===== src/sv/gql_pkg.sv =====
// ----------------------------------------------------------------------------
// gql_pkg
// Shared types and constants for the glyph quad layout block.
// ----------------------------------------------------------------------------
package gql_pkg;

    localparam int VERTEX_CAPACITY_DEF = 4096;

    localparam logic [31:0] FIX_ONE      = 32'h0001_0000;
    localparam logic [7:0]  NEWLINE_CODE = 8'd10;

    localparam logic OP_START = 1'b0;
    localparam logic OP_CHAR  = 1'b1;

    // register map, byte address = 4 * index
    localparam int          ADDR_W          = 5;
    localparam logic [2:0]  REG_SCREEN_W    = 3'd0;
    localparam logic [2:0]  REG_SCREEN_H    = 3'd1;
    localparam logic [2:0]  REG_GLYPH_W     = 3'd2;
    localparam logic [2:0]  REG_GLYPH_H     = 3'd3;
    localparam logic [2:0]  REG_GLYPH_GAP   = 3'd4;

    localparam logic [12:0] SCREEN_W_RST  = 13'd320;
    localparam logic [12:0] SCREEN_H_RST  = 13'd240;
    localparam logic [22:0] GLYPH_W_RST   = 23'd524288;
    localparam logic [22:0] GLYPH_H_RST   = 23'd524288;
    localparam logic [22:0] GLYPH_GAP_RST = 23'd65536;

    localparam int S_TDATA_W = 72;
    localparam int M_TDATA_W = 176;
    localparam int M_TUSER_W = 2;

    // derived layout constants, handed from the register file to the core
    typedef struct packed {
        logic [31:0]        right_off;   // glyph_width - 1.0
        logic [31:0]        bottom_off;  // glyph_height - 1.0
        logic [31:0]        x_step;      // glyph_width + gap
        logic [31:0]        y_step;      // glyph_height + gap
        logic signed [31:0] max_x;       // (W - 1) * 1.0
        logic signed [31:0] max_y;       // (H - 1) * 1.0
    } layout_cfg_t;

    typedef struct packed {
        logic               visible;
        logic               overflow;
        logic [11:0]        vertex_base;
        logic [12:0]        index_base;
        logic [10:0]        material_base;
        logic [7:0]         glyph;
        logic signed [31:0] left_x;
        logic signed [31:0] top_y;
        logic signed [31:0] right_x;
        logic signed [31:0] bottom_y;
    } quad_result_t;

endpackage


===== src/sv/gql_cfg_regs.sv =====
// ----------------------------------------------------------------------------
// gql_cfg_regs
// APB register file; precomputes the offsets and bounds used by the core.
// ----------------------------------------------------------------------------
module gql_cfg_regs import gql_pkg::*; (
    input  logic              aclk,
    input  logic              aresetn,
    input  logic              psel,
    input  logic              penable,
    input  logic              pwrite,
    input  logic [ADDR_W-1:0] paddr,
    input  logic [31:0]       pwdata,
    output logic [31:0]       prdata,
    output logic              pready,
    output layout_cfg_t       cfg
);

    logic [12:0] screen_w_reg;
    logic [12:0] screen_h_reg;
    logic [22:0] glyph_w_reg;
    logic [22:0] glyph_h_reg;
    logic [22:0] glyph_gap_reg;
    layout_cfg_t cfg_reg;
    layout_cfg_t cfg_next;
    logic        wr_en;
    logic [2:0]  reg_idx;

    assign pready  = 1'b1;
    assign wr_en   = psel && penable && pwrite && pready;
    assign reg_idx = paddr[ADDR_W-1:2];

    always_ff @(posedge aclk) begin
        if (!aresetn) begin
            screen_w_reg  <= SCREEN_W_RST;
            screen_h_reg  <= SCREEN_H_RST;
            glyph_w_reg   <= GLYPH_W_RST;
            glyph_h_reg   <= GLYPH_H_RST;
            glyph_gap_reg <= GLYPH_GAP_RST;
        end else if (wr_en) begin
            unique case (reg_idx)
                REG_SCREEN_W:  screen_w_reg  <= pwdata[12:0];
                REG_SCREEN_H:  screen_h_reg  <= pwdata[12:0];
                REG_GLYPH_W:   glyph_w_reg   <= pwdata[22:0];
                REG_GLYPH_H:   glyph_h_reg   <= pwdata[22:0];
                REG_GLYPH_GAP: glyph_gap_reg <= pwdata[22:0];
                default: ;
            endcase
        end
    end

    always_comb begin
        unique case (reg_idx)
            REG_SCREEN_W:  prdata = {19'd0, screen_w_reg};
            REG_SCREEN_H:  prdata = {19'd0, screen_h_reg};
            REG_GLYPH_W:   prdata = {9'd0, glyph_w_reg};
            REG_GLYPH_H:   prdata = {9'd0, glyph_h_reg};
            REG_GLYPH_GAP: prdata = {9'd0, glyph_gap_reg};
            default:       prdata = 32'd0;
        endcase
    end

    always_comb begin
        cfg_next.right_off  = {9'd0, glyph_w_reg} - FIX_ONE;
        cfg_next.bottom_off = {9'd0, glyph_h_reg} - FIX_ONE;
        cfg_next.x_step     = {9'd0, glyph_w_reg} + {9'd0, glyph_gap_reg};
        cfg_next.y_step     = {9'd0, glyph_h_reg} + {9'd0, glyph_gap_reg};
        cfg_next.max_x      = $signed({3'd0, screen_w_reg, 16'd0} - FIX_ONE);
        cfg_next.max_y      = $signed({3'd0, screen_h_reg, 16'd0} - FIX_ONE);
    end

    // writes must come only while idle (the block itself does not enforce it), so the registered cfg lag is never seen
    always_ff @(posedge aclk) begin
        cfg_reg <= cfg_next;
    end

    assign cfg = cfg_reg;

endmodule


===== src/sv/gql_core.sv =====
// ----------------------------------------------------------------------------
// gql_core
// Input register, cursor and counter state, quad placement and culling,
// result register.
// ----------------------------------------------------------------------------
module gql_core import gql_pkg::*; #(
    parameter int VERTEX_CAPACITY = VERTEX_CAPACITY_DEF
) (
    input  logic               aclk,
    input  logic               aresetn,
    input  layout_cfg_t        cfg,
    input  logic               in_valid,
    output logic               in_ready,
    input  logic               in_op,
    input  logic signed [31:0] in_origin_x,
    input  logic signed [31:0] in_origin_y,
    input  logic [7:0]         in_char_code,
    output logic               out_valid,
    input  logic               out_ready,
    output quad_result_t       out_result
);

    localparam int VC_W = $clog2(VERTEX_CAPACITY + 1);
    localparam logic [VC_W-1:0] VC_LIMIT = VC_W'(VERTEX_CAPACITY - 4);
    localparam logic [VC_W-1:0] VC_STEP  = VC_W'(4);

    // input stage
    logic        in_valid_reg;
    logic        op_reg;
    logic [31:0] origin_x_reg;
    logic [31:0] origin_y_reg;
    logic [7:0]  code_reg;

    // layout state
    logic [31:0]     cursor_x_reg;
    logic [31:0]     cursor_y_reg;
    logic [31:0]     line_start_x_reg;
    logic [VC_W-1:0] vertex_count_reg;
    logic [12:0]     index_count_reg;
    logic [10:0]     material_count_reg;

    // result stage
    logic         out_valid_reg;
    quad_result_t result_reg;
    quad_result_t result_next;

    logic        is_char;
    logic        is_newline;
    logic        has_result;
    logic        out_free;
    logic        advance;
    logic        full;
    logic        vis;
    logic [31:0] right;
    logic [31:0] bottom;
    logic [31:0] vc_wide;

    assign is_char    = (op_reg == OP_CHAR);
    assign is_newline = is_char && (code_reg == NEWLINE_CODE);
    assign has_result = is_char && !is_newline;
    assign out_free   = !out_valid_reg || out_ready;
    assign advance    = in_valid_reg && (!has_result || out_free);
    assign in_ready   = !in_valid_reg || advance;

    assign full   = (vertex_count_reg > VC_LIMIT);
    assign right  = cursor_x_reg + cfg.right_off;
    assign bottom = cursor_y_reg + cfg.bottom_off;
    assign vc_wide = 32'(vertex_count_reg);

    // x and y ranges are separable, so the four corners reduce to two spans
    assign vis = !cursor_x_reg[31] && ($signed(cursor_x_reg) <= cfg.max_x)
              && !right[31]        && ($signed(right)        <= cfg.max_x)
              && !cursor_y_reg[31] && ($signed(cursor_y_reg) <= cfg.max_y)
              && !bottom[31]       && ($signed(bottom)       <= cfg.max_y);

    always_comb begin
        result_next          = '0;
        result_next.glyph    = code_reg;
        if (full) begin
            result_next.overflow = 1'b1;
        end else begin
            result_next.vertex_base = vc_wide[11:0];
            result_next.left_x      = $signed(cursor_x_reg);
            result_next.top_y       = $signed(cursor_y_reg);
            result_next.right_x     = $signed(right);
            result_next.bottom_y    = $signed(bottom);
            if (vis) begin
                result_next.visible       = 1'b1;
                result_next.index_base    = index_count_reg;
                result_next.material_base = material_count_reg;
            end
        end
    end

    always_ff @(posedge aclk) begin
        if (!aresetn) begin
            in_valid_reg <= 1'b0;
        end else if (in_ready) begin
            in_valid_reg <= in_valid;
        end
    end

    always_ff @(posedge aclk) begin
        if (in_ready && in_valid) begin
            op_reg       <= in_op;
            origin_x_reg <= in_origin_x;
            origin_y_reg <= in_origin_y;
            code_reg     <= in_char_code;
        end
    end

    always_ff @(posedge aclk) begin
        if (!aresetn) begin
            cursor_x_reg       <= '0;
            cursor_y_reg       <= '0;
            line_start_x_reg   <= '0;
            vertex_count_reg   <= '0;
            index_count_reg    <= '0;
            material_count_reg <= '0;
        end else if (advance) begin
            if (!is_char) begin
                line_start_x_reg <= origin_x_reg;
                cursor_x_reg     <= origin_x_reg;
                cursor_y_reg     <= origin_y_reg;
            end else if (is_newline) begin
                cursor_x_reg <= line_start_x_reg;
                cursor_y_reg <= cursor_y_reg + cfg.y_step;
            end else if (!full) begin
                cursor_x_reg     <= cursor_x_reg + cfg.x_step;
                vertex_count_reg <= vertex_count_reg + VC_STEP;
                if (vis) begin
                    index_count_reg    <= index_count_reg + 13'd6;
                    material_count_reg <= material_count_reg + 11'd2;
                end
            end
        end
    end

    always_ff @(posedge aclk) begin
        if (!aresetn) begin
            out_valid_reg <= 1'b0;
        end else if (advance && has_result) begin
            out_valid_reg <= 1'b1;
        end else if (out_ready) begin
            out_valid_reg <= 1'b0;
        end
    end

    always_ff @(posedge aclk) begin
        if (advance && has_result) begin
            result_reg <= result_next;
        end
    end

    assign out_valid  = out_valid_reg;
    assign out_result = result_reg;

endmodule


===== src/sv/glyph_quad_layout.sv =====
// ----------------------------------------------------------------------------
// glyph_quad_layout
// Lays out one 16.16 screen quad per non-newline character of a bitmap-font text stream.
// ----------------------------------------------------------------------------
// Takes one transfer per cycle while the output is not stalled. A character is
// held in an input register and then in a result register, from which its
// result is presented on the master stream; the cursor and slot counters
// update in the same cycle the result register loads, so back-to-back
// characters see each other's cursor. Start items and newlines give no output
// transfer. Output stalls back up through the input register only when a
// result is pending; once VERTEX_CAPACITY slots are used every further
// non-newline character returns an overflow result until reset.
module glyph_quad_layout import gql_pkg::*; #(
    parameter int VERTEX_CAPACITY = VERTEX_CAPACITY_DEF
) (
    input  logic                 aclk,
    input  logic                 aresetn,
    // slave stream
    input  logic                 s_tvalid,
    output logic                 s_tready,
    input  logic [S_TDATA_W-1:0] s_tdata,  // origin_x[31:0], origin_y[63:32], char_code[71:64]
    input  logic                 s_tuser,  // op
    // master stream
    output logic                 m_tvalid,
    input  logic                 m_tready,
    output logic [M_TDATA_W-1:0] m_tdata,  // vertex_base[11:0], index_base[24:12],
                                           // material_base[35:25], glyph[43:36],
                                           // left_x[75:44], top_y[107:76],
                                           // right_x[139:108], bottom_y[171:140], zero
    output logic [M_TUSER_W-1:0] m_tuser,  // visible[0], overflow[1]
    // APB
    input  logic                 psel,
    input  logic                 penable,
    input  logic                 pwrite,
    input  logic [ADDR_W-1:0]    paddr,
    input  logic [31:0]          pwdata,
    output logic [31:0]          prdata,
    output logic                 pready
);

    layout_cfg_t  cfg;
    quad_result_t result;

    gql_cfg_regs u_cfg (
        .aclk    (aclk),
        .aresetn (aresetn),
        .psel    (psel),
        .penable (penable),
        .pwrite  (pwrite),
        .paddr   (paddr),
        .pwdata  (pwdata),
        .prdata  (prdata),
        .pready  (pready),
        .cfg     (cfg)
    );

    gql_core #(
        .VERTEX_CAPACITY (VERTEX_CAPACITY)
    ) u_core (
        .aclk         (aclk),
        .aresetn      (aresetn),
        .cfg          (cfg),
        .in_valid     (s_tvalid),
        .in_ready     (s_tready),
        .in_op        (s_tuser),
        .in_origin_x  ($signed(s_tdata[31:0])),
        .in_origin_y  ($signed(s_tdata[63:32])),
        .in_char_code (s_tdata[71:64]),
        .out_valid    (m_tvalid),
        .out_ready    (m_tready),
        .out_result   (result)
    );

    assign m_tuser = {result.overflow, result.visible};
    assign m_tdata = {4'd0,
                      result.bottom_y,
                      result.right_x,
                      result.top_y,
                      result.left_x,
                      result.glyph,
                      result.material_base,
                      result.index_base,
                      result.vertex_base};

endmodule


===== config.mk =====
export PLATFORM = sky130hd
export DESIGN_NAME = glyph_quad_layout
export DESIGN_NICKNAME = d
export VERILOG_FILES = /design/src/sv/gql_pkg.sv /design/src/sv/gql_cfg_regs.sv /design/src/sv/gql_core.sv /design/src/sv/glyph_quad_layout.sv
export SDC_FILE = /design/constraint.sdc
export NUM_CORES = 1
export LEC_CHECK = 0
export BUFFER_PORTS_ARGS = -buffer_cell sky130_fd_sc_hd__buf_4
export CORE_MARGIN = 4
export CORE_UTILIZATION = 39
export DETAILED_ROUTE_END_ITERATION = 10
export MAX_ROUTING_LAYER = met4
export PLACE_DENSITY = 0.64
export SLEW_MARGIN = 20
export SYNTH_ARGS = -nofsm -noshare
export SYNTH_HDL_FRONTEND = slang
export SYNTH_HIERARCHICAL = 1
export SYNTH_SLANG_ARGS = --single-unit

===== constraint.sdc =====
create_clock -name aclk -period 28.6 [get_ports aclk]
set_clock_uncertainty 0.2 [all_clocks]
set_input_delay 4.29 -clock aclk [delete_from_list [all_inputs] [get_ports aclk]]
set_output_delay 4.29 -clock aclk [all_outputs]
set_load 0.05 [all_outputs]

==> results of run 1 <==
## layout by cell type (no fill, tap or decap), types with 17 or more instances in the layout
master and count:
clkbuf_16 62, a21boi_0 99, and2_1 147, nand4_1 47
mux2i_1 55, buf_4 321, a31oi_1 24, and3_1 27
nand2_1 438, a211oi_1 52, nor2b_1 32, o21bai_1 23
o21ai_0 114, ha_1 305, nor3_1 52, conb_1 66
nor2_1 187, xor2_1 72, a21o_1 112, dfxtp_1 350
nand3_1 69, edfxtp_1 243, o31ai_1 17, o211ai_1 51
inv_1 141, a21oi_1 234, o21a_1 30, or3_1 20
a22oi_1 24, xnor2_1 93, nand2b_1 30
## cell type report
type | count | area, sq um | area share (%)
multi-input cells | 2640 | 17900 | 46.2
flip-flops and latches | 593 | 14300 | 36.8
repair buffers | 321 | 2410 | 6.20
clock buffers | 75 | 1620 | 4.17
well taps | 1144 | 1430 | 3.69
clock inverters | 41 | 591 | 1.52
inverters | 144 | 542 | 1.39
diodes | 6 | 15.0 | 0.0387
## where the power goes
group	switching, mW	internal (mW)
registers	0.0237	0.908
clock network	0.351	0.523
logic	0.159	0.0887
total	0.535	1.52
## layer usage
layer  global-route usage, %  up-vias
met1                    30.4    12575
met4                    7.39        0
li1                        -    13067
met2                    33.9      801
met3                    2.17      163
met5                       -        -
## metrics by stage
| step | instances | setup WS (ns) | hold slack (ns) | util, % |
|---|---|---|---|---|
| global placement | 4842 | 17.56 | 0.201 | 42.9 |
| global route | 4963 | 17.39 | 0.191 | 45.5 |
| finish | 4964 | 17.49 | 0.187 | 45.5 |
| floorplan | 3597 | 16.23 | 0.164 | - |
| CTS | 4958 | 17.58 | 0.178 | 45.5 |
| detailed placement | 4842 | 17.58 | 0.200 | 42.9 |
## kinds of logic (layout without fill, tap and decap cells)
kind of cell,count (synthesis),in the layout
DFF,593,593
and+or+nand+nor,1131,1131
xor gates and xnor gates,166,166
AOI/OAI and AO/OA,896,896
muxes,70,70
adders and majority gates,311,311
other,4,72
buffers and inverters,364,581
## worst max path at each step
stage	start	end
floorplan	m_tready	u_core/out_result[0]
global placement	paddr[2]	prdata[6]
detailed placement	paddr[2]	prdata[5]
CTS	paddr[2]	prdata[5]
global route	paddr[2]	prdata[5]
finish	paddr[2]	prdata[5]
==> qor.csv, run 1 <==
metric,value,unit
setup_tns,0,ns
total number of cells along the worst setup path,5,
flip-flop count of the largest register after layout,170,
RSZ-0062 raised after global routing,no,
largest stage delay on the critical path,0.80,ns
crit path max-delay cell type,nor2b_1,
flop-to-flop setup slack,21.78,ns
nets,4189,
GPL Wtd Cong,0.932,
status,"finished, final reports clean",
"top cells by count, synth","nand2_1, dfxtp_1, ha_1",
TritonCTS Sinks,593,
Max Used Layer,met4,
"count leader, synth",nand2_1,
CTS root buffer,clkbuf_16,
routed length on met1,46.8,mm
Worst Hold Class,register to register,
Die Y-Extent,302,microns
cts hold-fix bufs,0,
DRT Wirelength,101,mm
"Cell Chain, Critical Path",buf_4 > nor2b_1 > a22oi_1 > o22ai_1 > buf_4,
Leakage Power,16.7,nW
Synth Area in Simple Gates,16.3,%
reg2reg end,u_core/out_result[150],
DR vias,26606,
GR Util All Layers,22.0,%
worst vdd ir,0.0364,mV
number of cells on the worst reg-to-reg path,24,
# fillers,8201,
Worst R2R Start,u_core/cursor_x_reg[0],
Hold Path Origin,u_cfg/glyph_w_reg[2],
CP Data Arrival Time,6.62,ns
Cells after Synth,3535,
IO Port Bufs,300,
Layout area overhead,15.5,%
CP max FO,32,
final count of hold timing violations,0,
CTS tree,yes,
Yosys cell types,96,
I/O pins,330,
Main synth FF type,dfxtp_1,
Worst-Skew Late Latency,0.65,ns
fin crit period,11.11,ns
proportion of layout cells with a drive suffix above 1,12.9,%
Synth Warn #,6,
largest family of logic cells by synthesized area,compound AO/OA/AOI/OAI gates,
part of the cycle the worst path needs,38.8,%
CTS buffer count,61,
number of max-cap violations,0,
Crit path top cell by count,buf_4,
asr flop ratio synth,0,%
DRC errors left,0,
starting density of the core,39.4,%
antenna-violating nets left,0,
Synth Cell Area,33600,sq um
Post-synth EDFFs,243,
Synth Area in Compound Gates,17.9,%
Avg WL per Cell,20.4,microns
post-synth top area share,21.7,%
Startpoint Class,primary input,
Final Max Slew Viols,0,
placed cell area,36600,sq um
Setup CP Type,primary input to output port,
clock-pin transition on the worst setup and hold timing paths,0.06,ns
number of DRC violations after detailed-routing iteration 0,1983,
DP HPWL,76.4,mm
adder-cell share of the synthesized area,11.7,%
WL met2,45.4,mm
met3 WL,5.54,mm
Critical Path RT,24.11,ns
Crit. End Element,output port,
via-per-instance ratio,5.36,
final instance area,38800,sq um
FP Rows,107,
hold path cells,0,
core box area,85400,sq um
first-pass GRT wire length,150,mm
Post-Synth XOR/XNOR Area,4.34,%
mean post-synth cell area,9.52,sq um
Congestion Overflow GR,0,
Synth area leaders,"edfxtp_1, dfxtp_1, ha_1",
register area share after synthesis,42.5,%
initial antenna violation count,8,
Pwr Density,52.9,nW/um^2
post-CTS repair timing setup buffer count,0,
total power,2.05,mW
highest clock rate,90.0,MHz
largest net degree at the start of global routing,96,
Setup Viol. Count Final,0,
Top delay family on crit path,simple AND/OR/NAND/NOR gates,
Rel. slew slack,31.5,%
hold endpoint,u_cfg/cfg[162],
"FF+latch count, synth",593,
die extent in x,302,microns
Die Footprint,91000,sq um
CTS-repair resized insts,0,
Buf/Inv on CP,2,
multiplexer share of the synthesized area,2.18,%
vias in the first global route,24826,
H-tree depth,2,
First-pass DRT Iterations,5,
Max clock buf depth,3,
worst slew pin tran,1.02,ns
"area leader, netlist",edfxtp_1,
No activity file was read; power rests on OpenSTA's default activity.
==> inputs of run 2 (changes only) <==
Clock period 28.6 ns to 10.5 ns, I/O delays scaled along.
==> run 2 against run 1 <==
  * Highest routed layer unchanged
  * Wire length is 0.35% higher
  * Via count rose by 0.15%
  * Hold slack better by 0.00093 ns
  * Core utilization barely moved
==> qor.csv, run 2 (same netlist as run 1, synthesis figures left out) <==
metric,value,unit
pre-CTS setup slack,3.80,ns
Final Util,45.5,%
Crit. End Element,register,
worst slew pin tran,1.02,ns
CP max FO,16,
slack of the critical path,3.70,ns
nets,4193,
most frequent cells in the layout,"nand2_1, dfxtp_1, buf_4",
via-per-instance ratio,5.36,
cts hold-fix bufs,0,
I/O pins,330,
Layout area overhead,15.5,%
setup_tns,0,ns
fin crit period,6.80,ns
Top delay family on crit path,compound AO/OA/AOI/OAI gates,
largest stage delay on the critical path,0.78,ns
FP Rows,107,
die extent in x,302,microns
H-tree depth,3,
Congestion Overflow GR,0,
GPL Wtd Cong,0.955,
Final Max Slew Viols,0,
highest clock rate,147,MHz
number of cells on the worst reg-to-reg path,24,
"most common cell after layout, fill and taps aside",nand2_1,
post-CTS repair timing setup buffer count,0,
crit path max-delay cell type,nor2_1,
antenna-violating nets left,0,
"non-filler cells, final",4968,
first-pass GRT wire length,151,mm
status,"finished, final reports clean",
DR vias,26645,
placed cells,4840,
Worst Hold Class,register to register,
number of DRC violations after detailed-routing iteration 0,2180,
largest net degree at the start of global routing,96,
Max clock buf depth,3,
CTS buffer count,67,
CTS-repair resized insts,0,
number of max-cap violations,0,
CTS tree,yes,
TritonCTS Sinks,593,
Setup CP Type,register to register,
Pwr Density,144,nW/um^2
"Cell Chain, Critical Path",ha_1 > inv_1 > fa_1 > nor2b_1 > o21a_1 > o21ai_0 > a21o_1 > a21boi_0 > o211ai_1 > a21boi_0 > o21ai_0 > a21boi_0 > nor2_1 > ha_1 > a21o_1 > a21o_1 > a21oi_1 > o211ai_1 > o31ai_1 > a21oi_1 > nor3_1 > o2111ai_2 > nor2_1 > and2_1,
Worst-Skew Late Latency,0.61,ns
GR Util All Layers,22.2,%
IO Port Bufs,300,
Critical Path RT,10.76,ns
initial antenna violation count,6,
Setup Viol. Count Final,0,
Startpoint Class,register,
part of the cycle the worst path needs,64.8,%
Die Y-Extent,302,microns
flip-flop count of the largest register after layout,170,
Rel. slew slack,31.6,%
First-pass DRT Iterations,6,
Min Hold Slack,0.188,ns
clock-pin transition on the worst setup and hold timing paths,0.07,ns
proportion of layout cells with a drive suffix above 1,13.1,%
DP HPWL,76.4,mm
starting density of the core,39.4,%
hold path cells,0,
RSZ-0062 raised after global routing,no,
CTS root buffer,clkbuf_16,
DRT Wirelength,101,mm
Die Footprint,91000,sq um
Avg WL per Cell,20.4,microns
total number of cells along the worst setup path,24,
Buf/Inv on CP,1,
core box area,85400,sq um
worst vdd ir,0.121,mV
DRC errors left,0,
CP Data Arrival Time,7.06,ns
final count of hold timing violations,0,
vias in the first global route,24892,
Leakage Power,16.7,nW
-- run 2: stage by stage --
stage / power [mW] / instance area, sq um
3_5_place_dp: 3.25 / 36600
2_1_floorplan: 3.04 / 33900
4_1_cts: 5.63 / 38800
6_report: 5.58 / 38800
3_3_place_gp: 3.25 / 36600
5_1_grt: 5.81 / 38800
-- run 2: area by class of cell --
cell class,count,area [sq um]
clock buffers,85,1840
multi-input cells,2640,17900
flip-flops and latches,593,14300
well taps,1144,1430
repair buffers,319,2390
diodes,5,12.5
inverters,144,542
fillers,8262,46600
clock inverters,38,393
-- run 2: final timing paths --
path | end | startpoint | slack (ns)
worst max-delay path | u_core/out_result[144] | u_core/cursor_x_reg[0] | 3.70
worst min-delay path | u_cfg/cfg[175] | u_cfg/glyph_w_reg[15] | 0.19
worst max register to register | u_core/out_result[144] | u_core/cursor_x_reg[0] | 3.70
worst min register to register | u_cfg/cfg[175] | u_cfg/glyph_w_reg[15] | 0.19
-- run 2: power breakdown --
part	internal (mW)	leakage, nW	switching [mW]
Combinational	0.242	10.5	0.433
Sequential	2.47	5.11	0.0639
Clock	1.38	1.08	0.986
-- run 2: metal layers --
layer / wire length [microns] / vias to the layer above / track usage (%)
li1: - / 13103 / -
met1: 46900 / 12631 / 30.5
met2: 45900 / 745 / 34.4
met3: 5630 / 166 / 2.89
met4: 2950 / 0 / 6.67
met5: 0 / - / -
==> inputs of run 3 (changes only) <==
Settings changed: PLACE_DENSITY 0.64 to 0.66.
Clock period 10.5 ns to 5.49 ns, I/O delays scaled along.
==> run 3 against run 2 <==
  * Setup slack got worse by 3.6 ns
  * Clock power up 91%
  * Sequential cell count unchanged
  * Via count increased by 2.8%
  * Register-to-register slack worse by 3.6 ns
  * Largest cell class unchanged
  * Combinational power rose by 120%
==> qor.csv, run 3 (same netlist as run 1, synthesis figures left out) <==
metric,value,unit
starting density of the core,39.4,%
Worst-Skew Late Latency,0.61,ns
routed length on met1,47.2,mm
total power,10.8,mW
clock-pin transition on the worst setup and hold timing paths,0.07,ns
TritonCTS Sinks,593,
"non-filler cells, final",5140,
via-per-instance ratio,5.33,
Hold Path Origin,s_tdata[5],
Rel. slew slack,32.8,%
Die Footprint,91000,sq um
Setup CP Type,register to register,
CP Data Arrival Time,5.71,ns
CP max FO,7,
cts hold-fix bufs,0,
reg2reg end,u_core/index_count_reg[4],
flop-to-flop setup slack,0.14,ns
number of DRC violations after detailed-routing iteration 0,2100,
Worst R2R Start,u_core/cursor_y_reg[0],
antenna-violating nets left,0,
Final Max Slew Viols,0,
Congestion Overflow GR,0,
GR Util All Layers,22.5,%
Crit. End Element,register,
CTS root buffer,clkbuf_16,
DRT Wirelength,104,mm
FP Rows,107,
Max clock buf depth,3,
status,"finished, final reports clean",
hold endpoint,u_core/origin_x_reg[5],
Pwr Density,267,nW/um^2
most frequent cells in the layout,"buf_4, nand2_1, dfxtp_1",
Avg WL per Cell,20.2,microns
final count of hold timing violations,0,
Die Y-Extent,302,microns
vias in the first global route,25723,
first-pass GRT wire length,153,mm
core box area,85400,sq um
Final Util,47.5,%
final instance area,40600,sq um
Setup Viol. Count Final,0,
setup_tns,0,ns
number of cells on the worst reg-to-reg path,26,
Worst Hold Class,primary input to register,
highest clock rate,187,MHz
H-tree depth,3,
hold path cells,1,
worst vdd ir,0.178,mV
First-pass DRT Iterations,6,
die extent in x,302,microns
fin crit period,5.35,ns
pre-CTS setup slack,-0.469,ns
DRC errors left,0,
number of max-cap violations,0,
Leakage Power,17.6,nW
# fillers,8059,
flip-flop count of the largest register after layout,170,
"most common cell after layout, fill and taps aside",buf_4,
Max Used Layer,met4,
Startpoint Class,register,
DP HPWL,79.7,mm
proportion of layout cells with a drive suffix above 1,18.2,%
RSZ-0062 raised after global routing,yes,
CTS buffer count,66,
Min Hold Slack,0.183,ns
WL met2,48.1,mm
IO Port Bufs,300,
Layout area overhead,20.6,%
CTS tree,yes,
part of the cycle the worst path needs,97.5,%
GPL Wtd Cong,0.921,
slack of the critical path,0.136,ns
DR vias,27392,
largest net degree at the start of global routing,97,
placed cells,5006,
worst slew pin tran,1.01,ns
nets,4368,
placed cell area,37900,sq um
Critical Path RT,5.84,ns
met3 WL,5.52,mm
I/O pins,330,
initial antenna violation count,3,
run 3: changes by cell type in the layout (fill, tap and decap cells not counted), sizes merged:
cell | previous run | this run
buf | 319 | 493
clkinvlp | 7 | 0
o2111ai | 7 | 8
clkbuf | 85 | 96
diode | 5 | 3
inv | 149 | 150
clkinv | 21 | 15
run 3: final cells by class:
type	instances	area, sq um	share of cell area, %
diodes	3	7.51	0.0185
clock buffers	95	1900	4.68
clock inverters	26	328	0.808
inverters	144	542	1.34
multi-input cells	2641	18300	45.0
flip-flops and latches	593	14300	35.3
well taps	1144	1430	3.53
repair buffers	494	3790	9.35
run 3: per-layer routing:
metal	vias up	GRT usage, %
met1	12944	30.3
li1	13432	-
met2	862	35.5
met4	0	7.02
met3	154	2.53
met5	-	-
run 3: what timing repair did:
item | 4_1_cts | 5_1_grt
gates resized for setup | 17 | 67
endpoints found under the setup margin | 45 | 45
pin swaps | 11 | 50
buffers inserted | 4 | 4
cloned | 1 | 1
run 3: worst max path at each step:
stage | startpoint | slack [ns] | cells after the start | endpoint
CTS | u_cfg/cfg[128] | 0.005 | 29 | u_core/index_count_reg[2]
global route | u_core/cursor_y_reg[0] | -0.18 | 26 | u_core/index_count_reg[4]
floorplan | u_core/cursor_x_reg[0] | 0.31 | 24 | u_core/out_result[142]
finish | u_core/cursor_y_reg[0] | 0.14 | 26 | u_core/index_count_reg[4]
detailed placement | u_core/cursor_x_reg[0] | -0.47 | 25 | u_core/out_result[145]
global placement | u_core/cursor_x_reg[0] | -0.35 | 23 | u_core/out_result[155]
run 3: power breakdown:
part,internal [mW],switching [mW],total [mW],leakage (nW)
Combinational,0.566,0.902,1.47,11.4
Clock,2.68,1.85,4.53,1.10
Sequential,4.73,0.0886,4.82,5.11
Total,7.97,2.84,10.8,17.6
run 3: worst max-delay path, stage by stage (launching register included):
cell and delay (ns):
dfxtp_2 0.33, ha_4 0.16, inv_2 0.05, fa_2 0.22, nor2b_2 0.05, o211ai_1 0.16
a21boi_1 0.10, o31a_1 0.30, o2111ai_4 0.25, a21boi_2 0.10, o211ai_1 0.23, a21oi_1 0.12
or3_1 0.39, and2_4 0.17, ha_2 0.15, a21o_1 0.15, a21o_1 0.15, a21oi_1 0.11
o21ai_1 0.10, a221oi_2 0.30, mux2i_1 0.21, buf_4 0.15, nor4b_4 0.20, buf_4 0.16
o2111ai_4 0.16, or4_1 0.55, nand2_1 0.06
